$ cat config.mk
export PLATFORM = sky130hd
export DESIGN_NAME = integer_to_radix_symbols
export DESIGN_NICKNAME = d
export VERILOG_FILES = /design/src/hdl/irs_pkg.sv /design/src/hdl/irs_alpha_check.sv /design/src/hdl/irs_digit_div.sv /design/src/hdl/integer_to_radix_symbols.sv
export SDC_FILE = /design/constraint.sdc
export NUM_CORES = 1
export LEC_CHECK = 0
export ABC_CLOCK_PERIOD_IN_PS = 7900
export BUFFER_PORTS_ARGS = -buffer_cell sky130_fd_sc_hd__buf_4
export CORE_AREA = 2 2 201 203
export CTS_CLUSTER_SIZE = 25
export DETAILED_ROUTE_END_ITERATION = 8
export DIE_AREA = 0 0 203 205
export PLACE_DENSITY_LB_ADDON = 0.05
export SYNTH_ARGS = -nofsm -noshare
export SYNTH_HDL_FRONTEND = slang
export SYNTH_SLANG_ARGS = --single-unit
$ cat constraint.sdc
create_clock -name clk -period 7.9 [get_ports clk]
set_input_delay 0.79 -clock clk [delete_from_list [all_inputs] [get_ports clk]]
set_output_delay 0.79 -clock clk [all_outputs]
set_load 0.03 [all_outputs]
$ cat src/hdl/irs_pkg.sv
// Shared types, constants and helpers for the integer to radix symbol converter.
// Used by irs_alpha_check, irs_digit_div and integer_to_radix_symbols.
// No dependencies.
package irs_pkg;

    // Field and register widths.
    localparam int VALUE_W   = 32;
    localparam int MAG_W     = VALUE_W + 1;
    localparam int SYM_W     = 8;
    localparam int CFG_W     = 64;
    localparam int LEN_W     = 5;
    localparam int CFG_IDX_W = 2;

    // Alphabet storage: sixteen byte slots over two 64-bit registers.
    localparam int ALPHA_SLOTS = 16;
    localparam int SLOT_W      = $clog2(ALPHA_SLOTS);

    // Digit limits and the nibble-serial divider layout.
    localparam int MAX_DIGITS   = 32;
    localparam int CNT_W        = $clog2(MAX_DIGITS + 1);
    localparam int NIB_W        = 4;
    localparam int DIV_STEPS    = (MAG_W + NIB_W - 1) / NIB_W;
    localparam int DIV_W        = DIV_STEPS * NIB_W;
    localparam int DIV_STEP_W   = $clog2(DIV_STEPS);

    // Default alphabet capacity.
    localparam int MAX_SYMBOLS_DEF = 16;
    localparam int MIN_RADIX       = 2;

    // Special bytes.
    localparam logic [SYM_W-1:0] MINUS_BYTE = 8'h2D;
    localparam logic [SYM_W-1:0] PLUS_BYTE  = 8'h2B;
    localparam logic [SYM_W-1:0] ZERO_BYTE  = 8'h00;

    // Register reset values: "01234567", "89ABCDEF", decimal.
    localparam logic [CFG_W-1:0] RESET_LOW    = 64'h3736353433323130;
    localparam logic [CFG_W-1:0] RESET_HIGH   = 64'h4645444342413938;
    localparam logic [LEN_W-1:0] RESET_LENGTH = 5'd10;

    // Configuration register indexes.
    typedef enum logic [CFG_IDX_W-1:0] {
        CFG_SYMBOLS_LOW     = 2'd0,
        CFG_SYMBOLS_HIGH    = 2'd1,
        CFG_ALPHABET_LENGTH = 2'd2
    } cfg_index_t;

    // Alphabet checker status toward the controller.
    typedef struct packed {
        logic done;
        logic ok;
    } chk_status_t;

    // Divider status toward the controller.
    typedef struct packed {
        logic push;
        logic done;
    } div_status_t;

    // Select the alphabet byte in a given slot.
    function automatic logic [SYM_W-1:0] symbol_at(
        input logic [CFG_W-1:0]  low,
        input logic [CFG_W-1:0]  high,
        input logic [SLOT_W-1:0] idx
    );
        logic [2*CFG_W-1:0] both;
        both = {high, low};
        return both[{idx, 3'b000} +: SYM_W];
    endfunction

endpackage

$ cat src/hdl/irs_alpha_check.sv
// Serial alphabet validator: one slot per cycle against all later slots in use.
// Depends on irs_pkg.
module irs_alpha_check #(
    parameter int MAX_SYMBOLS = irs_pkg::MAX_SYMBOLS_DEF
) (
    input  logic                            clk,
    input  logic                            rst_n,
    input  logic                            start,
    input  logic [irs_pkg::CFG_W-1:0]       symbols_low,
    input  logic [irs_pkg::CFG_W-1:0]       symbols_high,
    input  logic [irs_pkg::LEN_W-1:0]       alphabet_length,
    output irs_pkg::chk_status_t            status
);

    localparam int SLOT_W = irs_pkg::SLOT_W;
    localparam int LEN_W  = irs_pkg::LEN_W;

    logic              busy_reg;
    logic              ok_reg;
    logic              done_reg;
    logic [SLOT_W-1:0] idx_reg;

    logic [irs_pkg::SYM_W-1:0] cur;
    logic                      bad;
    logic                      dup;
    logic                      last_idx;
    logic                      len_ok;

    // Compare the current slot with the reserved bytes and every later slot in use.
    always_comb
    begin
        cur = irs_pkg::symbol_at(symbols_low, symbols_high, idx_reg);
        bad = (cur == irs_pkg::ZERO_BYTE) || (cur == irs_pkg::MINUS_BYTE) ||
              (cur == irs_pkg::PLUS_BYTE);
        dup = 1'b0;
        for (int j = 0; j < irs_pkg::ALPHA_SLOTS; j++)
        begin
            if ((SLOT_W'(j) > idx_reg) && (LEN_W'(j) < alphabet_length) &&
                (irs_pkg::symbol_at(symbols_low, symbols_high, SLOT_W'(j)) == cur))
            begin
                dup = 1'b1;
            end
        end
        last_idx = (LEN_W'(idx_reg) + LEN_W'(1)) == alphabet_length;
        len_ok   = (alphabet_length >= LEN_W'(irs_pkg::MIN_RADIX)) &&
                   (alphabet_length <= LEN_W'(MAX_SYMBOLS));
    end

    // Scan sequencer; a length out of range finishes at once.
    always_ff @(posedge clk or negedge rst_n)
    begin
        if (!rst_n)
        begin
            busy_reg <= 1'b0;
            ok_reg   <= 1'b0;
            done_reg <= 1'b0;
            idx_reg  <= '0;
        end
        else if (start)
        begin
            busy_reg <= len_ok;
            ok_reg   <= len_ok;
            done_reg <= !len_ok;
            idx_reg  <= '0;
        end
        else if (busy_reg)
        begin
            ok_reg <= ok_reg && !bad && !dup;
            if (last_idx)
            begin
                busy_reg <= 1'b0;
                done_reg <= 1'b1;
            end
            else
            begin
                idx_reg <= idx_reg + SLOT_W'(1);
            end
        end
        else
        begin
            done_reg <= 1'b0;
        end
    end

    assign status.done = done_reg;
    assign status.ok   = ok_reg;

endmodule

$ cat src/hdl/irs_digit_div.sv
// Nibble-serial divider by the radix: one digit per pass over the nibbles, least
// significant first, with the quotient shifted back into the same register.
// Depends on irs_pkg.
module irs_digit_div #(
    parameter int MAX_SYMBOLS = irs_pkg::MAX_SYMBOLS_DEF
) (
    input  logic                                 clk,
    input  logic                                 rst_n,
    input  logic                                 start,
    input  logic [irs_pkg::MAG_W-1:0]            magnitude,
    input  logic [$clog2(MAX_SYMBOLS + 1)-1:0]   radix,
    output logic [$clog2(MAX_SYMBOLS)-1:0]       digit,
    output irs_pkg::div_status_t                 status
);

    localparam int REM_W  = $clog2(MAX_SYMBOLS);
    localparam int T_W    = REM_W + 1;
    localparam int SH_W   = irs_pkg::DIV_W;
    localparam int NIB_W  = irs_pkg::NIB_W;
    localparam int STEP_W = irs_pkg::DIV_STEP_W;
    localparam int CNT_W  = irs_pkg::CNT_W;

    logic              busy_reg;
    logic [STEP_W-1:0] step_reg;
    logic [CNT_W-1:0]  ndig_reg;
    logic [SH_W-1:0]   shift_reg;
    logic [REM_W-1:0]  rem_reg;
    logic              qnz_reg;

    logic [NIB_W-1:0] nib;
    logic [NIB_W-1:0] qbits;
    logic [T_W-1:0]   t;
    logic [REM_W-1:0] r;
    logic             last_step;
    logic             q_nonzero;
    logic [CNT_W-1:0] ndig_inc;
    logic             push;
    logic             finish;

    // Four restoring division steps on the top nibble.
    always_comb
    begin
        nib = shift_reg[SH_W-1 -: NIB_W];
        r   = rem_reg;
        t   = '0;
        for (int b = NIB_W - 1; b >= 0; b--)
        begin
            t = {r, nib[b]};
            if (t >= T_W'(radix))
            begin
                qbits[b] = 1'b1;
                t        = t - T_W'(radix);
            end
            else
            begin
                qbits[b] = 1'b0;
            end
            r = t[REM_W-1:0];
        end
        last_step = step_reg == STEP_W'(irs_pkg::DIV_STEPS - 1);
        q_nonzero = qnz_reg || (|qbits);
        ndig_inc  = ndig_reg + CNT_W'(1);
        push      = busy_reg && last_step;
        finish    = push && (!q_nonzero || (ndig_inc == CNT_W'(irs_pkg::MAX_DIGITS)));
    end

    // Pass and digit counters.
    always_ff @(posedge clk or negedge rst_n)
    begin
        if (!rst_n)
        begin
            busy_reg <= 1'b0;
            step_reg <= '0;
            ndig_reg <= '0;
        end
        else if (start)
        begin
            busy_reg <= 1'b1;
            step_reg <= '0;
            ndig_reg <= '0;
        end
        else if (busy_reg)
        begin
            if (last_step)
            begin
                step_reg <= '0;
                ndig_reg <= ndig_inc;
                if (finish)
                begin
                    busy_reg <= 1'b0;
                end
            end
            else
            begin
                step_reg <= step_reg + STEP_W'(1);
            end
        end
    end

    // Dividend and quotient shift register with the running remainder.
    always_ff @(posedge clk)
    begin
        if (start)
        begin
            shift_reg <= SH_W'(magnitude);
            rem_reg   <= '0;
            qnz_reg   <= 1'b0;
        end
        else if (busy_reg)
        begin
            shift_reg <= {shift_reg[SH_W-NIB_W-1:0], qbits};
            if (last_step)
            begin
                rem_reg <= '0;
                qnz_reg <= 1'b0;
            end
            else
            begin
                rem_reg <= r;
                qnz_reg <= q_nonzero;
            end
        end
    end

    assign digit       = r;
    assign status.push = push;
    assign status.done = finish;

endmodule

$ cat src/hdl/integer_to_radix_symbols.sv
// Top level of the integer to radix symbol converter: configuration registers,
// control sequencer, digit stack and output register.
// Depends on irs_pkg, irs_alpha_check and irs_digit_div.
//
// Usage:
//   Input channel (in_valid, in_stall, value) takes one signed 32-bit item.
//   Output channel (out_valid, out_stall, symbol, last) returns the symbols of
//   that value, most significant first, after a '-' for negative values; last
//   marks the final symbol. An invalid alphabet gives no output for the item.
//   Configuration is written through cfg_write, cfg_index and cfg_data while
//   the block is idle; index 0 and 1 hold the alphabet bytes, index 2 its length.
// Timing:
//   One item at a time. The divider works out the digits, one per pass, while
//   the alphabet scan runs beside it; when both are done the symbols are
//   handed out, with the sign first for a negative value.
//   An invalid alphabet still lets the division run out; a length of 0 or 1
//   can keep it going for all 32 digit passes.
//   The next item is taken as soon as the last symbol sits in the output
//   register.
// Reset restores the decimal alphabet "0123456789ABCDEF" with length 10 and
// empties the block. While out_stall is high with a valid symbol, the output
// register holds that symbol and the emit state waits.
module integer_to_radix_symbols #(
    parameter int MAX_SYMBOLS = irs_pkg::MAX_SYMBOLS_DEF
) (
    input  logic                              clk,
    input  logic                              rst_n,
    input  logic                              in_valid,
    output logic                              in_stall,
    input  logic signed [irs_pkg::VALUE_W-1:0] value,
    output logic                              out_valid,
    input  logic                              out_stall,
    output logic [irs_pkg::SYM_W-1:0]         symbol,
    output logic                              last,
    input  logic                              cfg_write,
    input  logic [irs_pkg::CFG_IDX_W-1:0]     cfg_index,
    input  logic [irs_pkg::CFG_W-1:0]         cfg_data
);

    localparam int DIGIT_W    = $clog2(MAX_SYMBOLS);
    localparam int RAD_W      = $clog2(MAX_SYMBOLS + 1);
    localparam int MAG_W      = irs_pkg::MAG_W;
    localparam int CNT_W      = irs_pkg::CNT_W;
    localparam int MAX_DIGITS = irs_pkg::MAX_DIGITS;
    localparam int SYM_W      = irs_pkg::SYM_W;

    typedef enum logic [1:0] {
        ST_IDLE,
        ST_WORK,
        ST_EMIT
    } state_t;

    // Configuration registers.
    logic [irs_pkg::CFG_W-1:0] symbols_low_reg;
    logic [irs_pkg::CFG_W-1:0] symbols_high_reg;
    logic [irs_pkg::LEN_W-1:0] alphabet_length_reg;

    // Sequencer state and output register.
    state_t             state_reg, state_next;
    logic               neg_reg, neg_next;
    logic               sign_reg, sign_next;
    logic               chk_done_reg, chk_done_next;
    logic               chk_ok_reg, chk_ok_next;
    logic               div_done_reg, div_done_next;
    logic [CNT_W-1:0]   count_reg, count_next;
    logic               out_valid_reg, out_valid_next;
    logic [SYM_W-1:0]   symbol_reg, symbol_next;
    logic               last_reg, last_next;

    // Digit stack: push shifts up, pop shifts down, top sits in entry 0.
    logic [DIGIT_W-1:0] stack_reg [MAX_DIGITS];
    logic [DIGIT_W-1:0] stack_next [MAX_DIGITS];

    logic                 accept;
    logic                 out_free;
    logic [MAG_W-1:0]     sext;
    logic [MAG_W-1:0]     mag;
    logic [DIGIT_W-1:0]   digit;
    irs_pkg::chk_status_t chk_stat;
    irs_pkg::div_status_t div_stat;

    // Register writes; an unknown index is ignored.
    always_ff @(posedge clk or negedge rst_n)
    begin
        if (!rst_n)
        begin
            symbols_low_reg     <= irs_pkg::RESET_LOW;
            symbols_high_reg    <= irs_pkg::RESET_HIGH;
            alphabet_length_reg <= irs_pkg::RESET_LENGTH;
        end
        else if (cfg_write)
        begin
            case (cfg_index)
                irs_pkg::CFG_SYMBOLS_LOW:     symbols_low_reg  <= cfg_data;
                irs_pkg::CFG_SYMBOLS_HIGH:    symbols_high_reg <= cfg_data;
                irs_pkg::CFG_ALPHABET_LENGTH:
                    alphabet_length_reg <= cfg_data[irs_pkg::LEN_W-1:0];
                default: ;
            endcase
        end
    end

    // Input handshake and the widened magnitude.
    assign in_stall = state_reg != ST_IDLE;
    assign accept   = in_valid && (state_reg == ST_IDLE);
    assign out_free = !out_valid_reg || !out_stall;

    always_comb
    begin
        sext = {value[irs_pkg::VALUE_W-1], value};
        mag  = value[irs_pkg::VALUE_W-1] ? (~sext + MAG_W'(1)) : sext;
    end

    irs_alpha_check #(
        .MAX_SYMBOLS (MAX_SYMBOLS)
    ) u_check (
        .clk             (clk),
        .rst_n           (rst_n),
        .start           (accept),
        .symbols_low     (symbols_low_reg),
        .symbols_high    (symbols_high_reg),
        .alphabet_length (alphabet_length_reg),
        .status          (chk_stat)
    );

    irs_digit_div #(
        .MAX_SYMBOLS (MAX_SYMBOLS)
    ) u_div (
        .clk       (clk),
        .rst_n     (rst_n),
        .start     (accept),
        .magnitude (mag),
        .radix     (alphabet_length_reg[RAD_W-1:0]),
        .digit     (digit),
        .status    (div_stat)
    );

    // Sequencer: start check and division together, await both, emit or drop.
    always_comb
    begin
        state_next     = state_reg;
        neg_next       = neg_reg;
        sign_next      = sign_reg;
        chk_done_next  = chk_done_reg;
        chk_ok_next    = chk_ok_reg;
        div_done_next  = div_done_reg;
        count_next     = count_reg;
        out_valid_next = out_valid_reg;
        symbol_next    = symbol_reg;
        last_next      = last_reg;
        for (int i = 0; i < MAX_DIGITS; i++)
        begin
            stack_next[i] = stack_reg[i];
        end

        if (out_valid_reg && !out_stall)
        begin
            out_valid_next = 1'b0;
        end

        case (state_reg)
            ST_IDLE:
            begin
                if (accept)
                begin
                    state_next    = ST_WORK;
                    neg_next      = value[irs_pkg::VALUE_W-1];
                    chk_done_next = 1'b0;
                    div_done_next = 1'b0;
                    count_next    = '0;
                end
            end
            ST_WORK:
            begin
                if (div_stat.push)
                begin
                    stack_next[0] = digit;
                    for (int i = 1; i < MAX_DIGITS; i++)
                    begin
                        stack_next[i] = stack_reg[i-1];
                    end
                    count_next = count_reg + CNT_W'(1);
                end
                if (chk_stat.done)
                begin
                    chk_done_next = 1'b1;
                    chk_ok_next   = chk_stat.ok;
                end
                if (div_stat.done)
                begin
                    div_done_next = 1'b1;
                end
                if (chk_done_reg && div_done_reg)
                begin
                    if (chk_ok_reg)
                    begin
                        state_next = ST_EMIT;
                        sign_next  = neg_reg;
                    end
                    else
                    begin
                        state_next = ST_IDLE;
                    end
                end
            end
            ST_EMIT:
            begin
                if (out_free)
                begin
                    out_valid_next = 1'b1;
                    if (sign_reg)
                    begin
                        symbol_next = irs_pkg::MINUS_BYTE;
                        last_next   = 1'b0;
                        sign_next   = 1'b0;
                    end
                    else
                    begin
                        symbol_next = irs_pkg::symbol_at(symbols_low_reg, symbols_high_reg,
                                                         irs_pkg::SLOT_W'(stack_reg[0]));
                        last_next   = count_reg == CNT_W'(1);
                        for (int i = 0; i < MAX_DIGITS - 1; i++)
                        begin
                            stack_next[i] = stack_reg[i+1];
                        end
                        count_next = count_reg - CNT_W'(1);
                        if (count_reg == CNT_W'(1))
                        begin
                            state_next = ST_IDLE;
                        end
                    end
                end
            end
            default:
            begin
                state_next = ST_IDLE;
            end
        endcase
    end

    // Sequencer state and registered outputs.
    always_ff @(posedge clk or negedge rst_n)
    begin
        if (!rst_n)
        begin
            state_reg     <= ST_IDLE;
            neg_reg       <= 1'b0;
            sign_reg      <= 1'b0;
            chk_done_reg  <= 1'b0;
            chk_ok_reg    <= 1'b0;
            div_done_reg  <= 1'b0;
            count_reg     <= '0;
            out_valid_reg <= 1'b0;
            symbol_reg    <= '0;
            last_reg      <= 1'b0;
        end
        else
        begin
            state_reg     <= state_next;
            neg_reg       <= neg_next;
            sign_reg      <= sign_next;
            chk_done_reg  <= chk_done_next;
            chk_ok_reg    <= chk_ok_next;
            div_done_reg  <= div_done_next;
            count_reg     <= count_next;
            out_valid_reg <= out_valid_next;
            symbol_reg    <= symbol_next;
            last_reg      <= last_next;
        end
    end

    // Digit stack storage.
    always_ff @(posedge clk)
    begin
        for (int i = 0; i < MAX_DIGITS; i++)
        begin
            stack_reg[i] <= stack_next[i];
        end
    end

    assign out_valid = out_valid_reg;
    assign symbol    = symbol_reg;
    assign last      = last_reg;

    // The stack never runs empty while symbols are being handed out.
    a_emit_nonempty: assert property (@(posedge clk) disable iff (!rst_n)
        state_reg == ST_EMIT |-> count_reg != '0)
        else $error("emit state with an empty digit stack");

    // Digits arrive only while working and never overflow the stack.
    a_push_room: assert property (@(posedge clk) disable iff (!rst_n)
        div_stat.push |-> (state_reg == ST_WORK) && (count_reg < CNT_W'(MAX_DIGITS)))
        else $error("digit pushed outside work or into a full stack");

    // An accepted item always starts the work phase.
    a_accept_work: assert property (@(posedge clk) disable iff (!rst_n)
        accept |=> state_reg == ST_WORK)
        else $error("accepted item did not start work");

    // A new output item appears only from the emit state.
    a_out_from_emit: assert property (@(posedge clk) disable iff (!rst_n)
        $rose(out_valid_reg) |-> $past(state_reg) == ST_EMIT)
        else $error("output item raised outside the emit state");

endmodule

After elaboration in Yosys (flattened, before gate mapping)
Memory sizes are Yosys's and may differ from the RTL's.
Cells that the tools add are included.
{"block": "totals", "reg_bits": 215, "mem_count": 1, "ram_bits": 128, "inputBits": 103, "elab_cells": 270, "output_inout_bits": 11}
{"name": "stack_reg", "depth": 32, "word_bits": 4, "rd": 32, "rd_ports_with_merged_regs": 0, "wr": 32, "line": "integer_to_radix_symbols.sv:71", "rtl": "logic [DIGIT_W-1:0] stack_reg [MAX_DIGITS];"}
{"block": "classes", "bitwise": 1, "mux": 81, "reduce_logical": 75, "order_cmp": 38, "addsub": 11, "n_shift": 2, "n_eq_ne": 37}
{"operator": "variable part select 128 x 8 -> 8 bit", "count": 2}
{"operator": "two-way mux 124 bit", "count": 2}
{"operator": "case mux 124 bit (2 select lines)", "count": 1}
{"operator": "== test 8 bit", "count": 16}
{"operator": "two-way mux 128 bit", "count": 1}
{"operator": "two-way mux 33 bit", "count": 3}
{"operator": "two-way mux 4 bit", "count": 12}
{"operator": "two-way mux 1 bit", "count": 43}
{"operator": "two-way mux 6 bit", "count": 7}
{"operator": "logical AND 1 bit", "count": 40}
{"operator": "less-than comparator 4 x 5 -> 1 bit, first input constant", "count": 8}
{"operator": "adder 33 x 1 -> 33 bit, second input constant", "count": 1}
{"operator": "inverter 33 bit", "count": 1}
{"operator": "greater-than comparator 4 bit, first input constant", "count": 8}
{"operator": "greater-or-equal comparator 5 bit", "count": 4}
{"operator": "less-than comparator 3 x 5 -> 1 bit, first input constant", "count": 4}
{"operator": "case mux 6 bit (3 select lines)", "count": 1}
{"operator": "== test 8 x 6 -> 1 bit, second input constant", "count": 2}
{"operator": "greater-than comparator 3 x 4 -> 1 bit, first input constant", "count": 4}
{"operator": "AND reduction 2 bit", "count": 8}
{"operator": "subtractor 4 bit", "count": 4}
{"operator": "!= test 2 bit, second input constant", "count": 7}
{"operator": "adder 6 x 1 -> 6 bit, second input constant", "count": 2}
{"operator": "two-way mux 2 bit", "count": 6}
{"operator": "other kinds (30)", "count": 58}

Logic depth before layout (Yosys ltp)
Gate-level depths: netlist (run 1).
{"block": "logic_depth", "word_depth": 23, "mapped_depth": 38, "ltp_nobuf": 37}

Hierarchy
From an unflattened synthesis (run 1), not the netlist that was laid out.
{"block": "unflattened", "cells_unflattened": 1544, "hier_area_um2": 19680.1}
{"module": "integer_to_radix_symbols", "cells_per_inst": 880, "area_per_inst_um2": 13015.0, "n_inst": 1, "seq_area_each_um2": 7812.5}
{"module": "irs_alpha_check", "cells_per_inst": 387, "area_per_inst_um2": 3468.3, "n_inst": 1, "seq_area_each_um2": 175.2}
{"module": "irs_digit_div", "cells_per_inst": 277, "area_per_inst_um2": 3196.8, "n_inst": 1, "seq_area_each_um2": 1426.4}

Least setup slack after synthesis (run 1)
No wires, ideal clock.
{"block": "synth_path", "kind": "reg2reg", "from": "register alphabet_length_reg[1] (netlist bit)", "to": "register u_div.busy_reg", "arrival_ps": 7054, "required_time_ps": 7782, "synth_period_minus_slack_ps": 7172, "setup_ps": 118, "slack_ps": 728, "path_stages_with_launch": 37, "n_path_buf": 2, "cell_sequence": "dfstp_2 > clkbuf_1 > inv_1 > ha_1 > a21o_1 > a21o_1 > a21oi_1 > o21bai_1 > o21ai_0 > inv_1 > ha_1 > nor2b_1 > o21ai_0 > a31oi_1 > o21ai_0 > nand2b_1 > clkbuf_1 > mux2_2 > inv_1 > ha_1 > nor2b_1 > o21ai_0 > a31oi_1 > o21ai_0 > nand2b_1 > o21ai_0 > inv_1 > ha_1 > nor2b_1 > o21ai_0 > nand3b_1 > a21o_1 > a21o_1 > or4_1 > o22ai_1 > nand2_1 > a21o_1"}
{"block": "synth_via", "elab_chain_len": 17, "elab_cells_between_ends": 23, "classes_between": "add/sub: 3; order compare: 4; mux: 11; reduce/logical: 5"}
{"item": "from (decl)", "line": "integer_to_radix_symbols.sv:56", "rtl": "logic [irs_pkg::LEN_W-1:0] alphabet_length_reg;"}
{"item": "from (signal assigned)", "line": "integer_to_radix_symbols.sv:89", "rtl": "alphabet_length_reg <= irs_pkg::RESET_LENGTH;"}
{"item": "from (signal assigned)", "line": "integer_to_radix_symbols.sv:97", "rtl": "alphabet_length_reg <= cfg_data[irs_pkg::LEN_W-1:0];"}
{"item": "subtractor 4 bit or greater-or-equal comparator 5 bit (tied branches)", "line": "irs_digit_div.sv:52, irs_digit_div.sv:49"}
{"item": "two-way mux 4 bit", "line": "irs_digit_div.sv:49", "rtl": "if (t >= T_W'(radix))"}
{"item": "subtractor 4 bit or greater-or-equal comparator 5 bit (tied branches)", "line": "irs_digit_div.sv:52, irs_digit_div.sv:49"}
{"item": "two-way mux 4 bit", "line": "irs_digit_div.sv:49"}
{"item": "subtractor 4 bit or greater-or-equal comparator 5 bit (tied branches)", "line": "irs_digit_div.sv:52, irs_digit_div.sv:49"}
{"item": "two-way mux 4 bit", "line": "irs_digit_div.sv:49"}
{"item": "greater-or-equal comparator 5 bit", "line": "irs_digit_div.sv:49"}
{"item": "two-way mux 1 bit", "line": "irs_digit_div.sv:49"}
{"item": "OR reduction 4 bit (*)", "line": "irs_digit_div.sv:61", "rtl": "q_nonzero = qnz_reg || (|qbits);"}
{"item": "logical OR 1 bit (*)", "line": "irs_digit_div.sv:61"}
{"item": "zero test 1 bit (*)", "line": "irs_digit_div.sv:64", "rtl": "finish = push && (!q_nonzero || (ndig_inc == CNT_W'(irs_pkg::MAX_DIGITS)));"}
{"item": "logical OR 1 bit (*)", "line": "irs_digit_div.sv:64"}
{"item": "logical AND 1 bit (*)", "line": "irs_digit_div.sv:64"}
{"item": "two-way mux 1 bit (*)", "line": "irs_digit_div.sv:88", "rtl": "if (finish)"}
{"item": "two-way mux 1 bit (*)", "line": "irs_digit_div.sv:84", "rtl": "if (last_step)"}
{"item": "two-way mux 1 bit (*)", "line": "irs_digit_div.sv:82", "rtl": "else if (busy_reg)"}
{"item": "two-way mux 1 bit (*)", "line": "irs_digit_div.sv:76", "rtl": "else if (start)"}
{"item": "to (signal assigned)", "line": "irs_digit_div.sv:72", "rtl": "busy_reg <= 1'b0;"}
{"item": "to (signal assigned)", "line": "irs_digit_div.sv:78", "rtl": "busy_reg <= 1'b1;"}
{"item": "to (signal assigned)", "line": "irs_digit_div.sv:90", "rtl": "busy_reg <= 1'b0;"}
{"item": "to (decl)", "line": "irs_digit_div.sv:23", "rtl": "logic busy_reg;"}
Mark *: on every way between the ends. The rest lies on a longest branch, timed or not.
A chain may end at the register's enable or synchronous reset.

Worst setup path in the final report (run 1)
Ends and elaborated chain as after synthesis.

==> results.json, run 1 <==
{
  "setup_viol": 0,
  "cts.sinks": 343,
  "grt_overflow": 0,
  "syn-num-nets": 1919,
  "synth_edf_count": 161,
  "die_h_um": 205,
  "path_class": "flip-flop to flip-flop",
  "ant_nets": 0,
  "grt_start_max_net_pins": 109,
  "synth_area_leaders": "edfxtp_1 25%, dfrtp_1 16%, mux2_2 8.4%",
  "arrival_ns": 7.67,
  "clock_latency_ns": 0.56,
  "num-fill-cells": 3479,
  "hold_ws_ns": 0.263,
  "dieArea_um2": 41600,
  "ios": 114,
  "status": "finished, final reports clean",
  "tightest_slew_ns": 1.18,
  "slowest_stage": "dfstp_2",
  "num_rows": 73,
  "power.density_nw_per_um2": 432,
  "synth_cells": 1777,
  "crit_fanout": 9,
  "startpoint_type": "flip-flop",
  "port_buffers": 113,
  "routed_wl_um": 48100,
  "track_usage_pct": 23.2,
  "grt_pass1_wl_um": 75900,
  "cts_buffers": 39,
  "start_util_pct": 49.5,
  "die_w_um": 203,
  "cpPeakStageDelay_ns": 0.53,
  "htreeDepth": 2,
  "synth_ff_type": "edfxtp_1",
  "vias": 13800,
  "core_area_um2": 39400,
  "wl_per_cell_um": 20.1,
  "r2r_slack_ns": 0.69,
  "antenna_found_initial": 1,
  "ir_drop_v": 0.000434,
  "final_layout_size_suffix_gt1_share_pct": 24.8,
  "slew_viol_final": 0,
  "synth_common_cells": "334 x nand2_1, 191 x o21ai_0, 161 x edfxtp_1",
  "cts.clk_slew.worst_paths_ns": 0.06,
  "firstDrtPassIters": 7,
  "min_period_ns": 7.21,
  "cts.hold.buffers_added": 0,
  "synthArstFlopShare_pct": 50.7,
  "skew_ns": 0.0176,
  "worstPathRequired_ns": 8.36,
  "period_share_pct": 91.3,
  "vias_per_cell": 5.78,
  "finalSetupTns_ns": 0,
  "hold_path.class": "input port to async pin",
  "cts_tree": "built",
  "gp_congestion": 0.928,
  "grt_pass1_vias": 13400,
  "ys.warnings.count": 0,
  "synth_seq_cells": 343,
  "synth.avg_cell_area_um2": 11.0,
  "hpwlAfterDp_um": 33300,
  "syn_area_um2": 19500,
  "largest_register_ffs": 128,
  "path_delay_family": "compound AO/OA/AOI/OAI gates",
  "r2r-start": "alphabet_length_reg[1]",
  "cap_violations": 0,
  "syn_to_final_growth_pct": 12.9,
  "end_kind": "flip-flop",
  "hold_viol_final": 0,
  "synth_area_leader_cell": "edfxtp_1",
  "reg2reg_to": "u_div.busy_reg",
  "yosysMostFrequentCell": "nand2_1",
  "max_freq_ghz": 0.139,
  "cts_root_buf": "clkbuf_16",
  "drtIter0Drc": 998,
  "leakagePower_nw": 8.35,
  "slew_headroom_pct": 21.5,
  "post-route-drc-count": 0,
  "reg2reg_depth": 34,
  "yosysSeqAreaShare_pct": 48.3,
  "netlist.area_leader.share_pct": 24.8,
  "cp.buffers_inverters": 4,
  "nets": 1981,
  "clock_path_buffers": 3,
  "synthDistinctLibCells": 67
}
## layout by cell type, fill, tap and decap left out, drive strengths merged, types with 10 or more instances in the layout
cell type and n:
a21oi 35, a22o 23, buf 135, clkbuf 60
clkinv 11, dfrtp 122, dfstp 52, edfxtp 161
ha 35, inv 34, mux2 145, mux2i 33
mux4 58, nand2 334, nand3 28, nand4 12
nor2 52, nor2b 12, nor3 23, nor4 13
o21ai 194, o221ai 10, o31ai 11, xnor2 64
xor2 105
## stage by stage
step                setup WS [ns]  utilization, %  cells  total power (W)  cell area [µm²]
finish                      0.686            55.8   2395          0.00950            22000
global route              -0.0102            55.8   2394           0.0102            22000
CTS                         0.217            55.8   2394          0.00952            22000
detailed placement          0.203            52.6   2323          0.00771            20700
global placement            0.402            52.6   2323          0.00765            20700
floorplan                   0.728               -   1777          0.00658            19500
## routing by layer
layer	GRT usage, %	routed length (µm)
met2	35.5	21600
met4	5.58	943
met3	5.15	2840
met1	33.7	22700
met5	0	0
## what timing repair did
item                                   CTS  global route
resized for setup                        0             8
setup endpoints to repair                0            11
endpoints found under the hold margin    0             0
buffers inserted                         0             0
## worst max path at each step
stage	to	slack (ns)	depth (start not counted)	from
2_1_floorplan	u_div.busy_reg	0.73	36	alphabet_length_reg[1]
3_3_place_gp	u_div.busy_reg	0.40	34	alphabet_length_reg[2]
3_5_place_dp	u_div.busy_reg	0.20	34	alphabet_length_reg[2]
4_1_cts	u_div.busy_reg	0.22	34	alphabet_length_reg[2]
5_1_grt	u_div.busy_reg	-0.01	34	alphabet_length_reg[1]
6_report	u_div.busy_reg	0.69	34	alphabet_length_reg[1]
## logic make-up after synthesis
family | count (synthesis) | synth area share (%)
multiplexers | 236 | 16.8
AND/OR/NAND/NOR | 517 | 11.5
adder cells (fa/ha/maj) | 39 | 2.66
XOR/XNOR | 169 | 7.60
flip-flops | 343 | 48.3
buffers and inverters | 148 | 3.06
AO/OA/AOI/OAI | 325 | 10.1
## where the power goes
| group | internal, W | switching [W] | total [W] |
|---|---|---|---|
| registers | 0.00276 | 0.000522 | 0.00328 |
| logic | 0.00193 | 0.00254 | 0.00447 |
| clock network | 0.00101 | 0.000740 | 0.00175 |
| total | 0.00570 | 0.00380 | 0.00950 |
## cell type report
cell class	instances	area (µm²)	area share, %
Clock buffer	60	1140	5.19
Multi-Input combinational cell	1286	9520	43.3
Tap cell	525	657	2.99
Timing Repair Buffer	135	1020	4.63
Inverter	34	128	0.581
Antenna cell	1	2.50	0.0114
Clock inverter	11	98.8	0.450
Sequential cell	343	9420	42.8
Note: power is estimated with default switching activity, not from simulation.
==> run 2, diff against run 1 <==
Settings changed: PLACE_DENSITY set to 0.68, PLACE_DENSITY_LB_ADDON 0.05 to not set.
==> run 2 against run 1 <==
Setup slack improved by 0.061 ns. Maximum frequency increased by 0.86%. Clock power increased by 5%. Via count increased by 1.6%. Critical endpoint unchanged. Critical path depth increased by 2. Total power increased by 1.2%. Die area unchanged. Highest routed layer unchanged. Non-clock buffer count increased by 4. Global-route usage increased by 0.093 points. Utilization increased by 0.14 points. Count of clock-buffer cells in the layout decreased by 6. Clock skew increased by 0.018 ns.
==> results.json, run 2 (synthesis results as in run 1) <==
{
  "num-fill-cells": 3386,
  "post-route-drc-count": 0,
  "wl_per_cell_um": 20.0,
  "hold_ws_ns": 0.184,
  "slowest_stage": "dfstp_2",
  "tightest_slew_ns": 1.26,
  "hpwlAfterDp_um": 32800,
  "firstDrtPassIters": 6,
  "routed_wl_um": 47900,
  "p_int_w": 0.00580,
  "end_kind": "flip-flop",
  "largest_register_ffs": 128,
  "final_area_um2": 22000,
  "cpMostUsedCell": "o21ai_0",
  "dpl_cell_area_um2": 20700,
  "max_freq_ghz": 0.140,
  "grt_start_max_net_pins": 137,
  "clock_path_buffers": 3,
  "r2r-start": "alphabet_length_reg[1]",
  "die_w_um": 203,
  "cpPeakStageDelay_ns": 0.53,
  "grt_setup_unrepaired": "false",
  "slew_viol_final": 0,
  "cap_violations": 0,
  "worstPathRequired_ns": 8.34,
  "grt_overflow": 0,
  "antenna_found_initial": 0,
  "grt_pass1_wl_um": 76400,
  "insertedDiodeCount": 0,
  "cts.sinks": 343,
  "post-place-cells": 2327,
  "reg2reg_depth": 36,
  "drtIter0Drc": 1275,
  "startpoint_type": "flip-flop",
  "final_layout_size_suffix_gt1_share_pct": 25.1,
  "vias": 14100,
  "path_class": "flip-flop to flip-flop",
  "start_util_pct": 49.5,
  "hold_path.class": "input port to async pin",
  "r2r_slack_ns": 0.75,
  "reg2reg_to": "u_div.busy_reg",
  "leakagePower_nw": 8.40,
  "mostFrequentLayoutCell": "nand2_1",
  "setup_viol": 0,
  "fin_util_pct": 56.0,
  "num_rows": 73,
  "die_h_um": 205,
  "postCtsSetupBuffers": 0,
  "power_switching_w": 0.00382,
  "min_period_ns": 7.15,
  "track_usage_pct": 23.3,
  "power.density_nw_per_um2": 437,
  "finalSetupTns_ns": 0,
  "crit_fanout": 7,
  "ant_nets": 0,
  "cts_root_buf": "clkbuf_16",
  "ir_drop_v": 0.000360,
  "clock_latency_ns": 0.57,
  "cts.clk_slew.worst_paths_ns": 0.06,
  "hold_viol_final": 0,
  "slew_headroom_pct": 16.2,
  "dieArea_um2": 41600,
  "nets": 1985,
  "skew_ns": 0.0358,
  "vias_per_cell": 5.86,
  "clkPwrFrac_pct": 19.1,
  "cts_buffers": 39,
  "p_comb_share_pct": 46.4,
  "gp_congestion": 0.968,
  "seq_power_share_pct": 34.5,
  "status": "finished, final reports clean",
  "syn_to_final_growth_pct": 13.1,
  "port_buffers": 113,
  "period_share_pct": 90.5,
  "core_area_um2": 39400,
  "htreeDepth": 2,
  "final_cell_mix": "333 x nand2_1, 190 x o21ai_0, 161 x edfxtp_1",
  "swShare_pct": 39.7,
  "arrival_ns": 7.60,
  "cts_tree": "built",
  "ios": 114,
  "fin_cells": 2398,
  "grt_pass1_vias": 13700
}
run 2: what timing repair did:
item	in CTS	in global routing
endpoints found under the setup margin	0	2
resized for setup	0	1
endpoints found under the hold margin	0	0
hold buffers	0	0
run 2: worst max path at each step:
stage	slack, ns	depth (start not counted)	endpoint	start
3_5_place_dp	0.59	34	u_div.busy_reg	alphabet_length_reg[1]
4_1_cts	0.52	34	u_div.busy_reg	alphabet_length_reg[1]
6_report	0.75	36	u_div.busy_reg	alphabet_length_reg[1]
3_3_place_gp	0.63	34	u_div.busy_reg	alphabet_length_reg[1]
5_1_grt	0.10	36	u_div.busy_reg	alphabet_length_reg[1]
2_1_floorplan	0.73	36	u_div.busy_reg	alphabet_length_reg[1]
run 2: power by group through the flow:
stage	Combinational (W)	Clock [W]	Sequential, W
finish	0.00447	0.00183	0.00332
CTS	0.00447	0.00188	0.00331
floorplan	0.00340	0	0.00318
global route	0.00492	0.00194	0.00341
global placement	0.00438	0	0.00331
detailed placement	0.00444	0	0.00333
run 2: stage by stage:
| step | power (W) | setup slack (ns) |
|---|---|---|
| after floorplan | 0.00658 | 0.728 |
| after global routing | 0.0103 | 0.103 |
| after detailed placement | 0.00777 | 0.586 |
| after CTS | 0.00966 | 0.520 |
| final | 0.00962 | 0.748 |
| after global placement | 0.00769 | 0.629 |
run 2: cell type report:
cell class | instances | area [µm²] | area share [%]
Inverter | 34 | 128 | 0.579
Clock buffer | 54 | 1120 | 5.10
Sequential cell | 343 | 9420 | 42.7
Tap cell | 525 | 657 | 2.98
Multi-Input combinational cell | 1286 | 9500 | 43.1
Timing Repair Buffer | 139 | 1050 | 4.75
Clock inverter | 17 | 170 | 0.772
run 2: routing by layer:
| layer | track usage [%] | share of wire, % |
|---|---|---|
| met1 | 33.9 | 46 |
| met2 | 35.8 | 46 |
| met3 | 4.07 | 6.3 |
| met4 | 7.04 | 2.5 |
| met5 | 0 | 0 |
run 2: worst max-delay path: cells and delay by family, from the launching register on:
| kind | cells | cell delay, ns |
|---|---|---|
| compound gates | 17 | 3.14 |
| fa+ha+maj | 4 | 1.12 |
| buf+inv | 5 | 0.55 |
| flops | 1 | 0.53 |
| mux | 1 | 0.32 |
| simple gates | 9 | 1.35 |
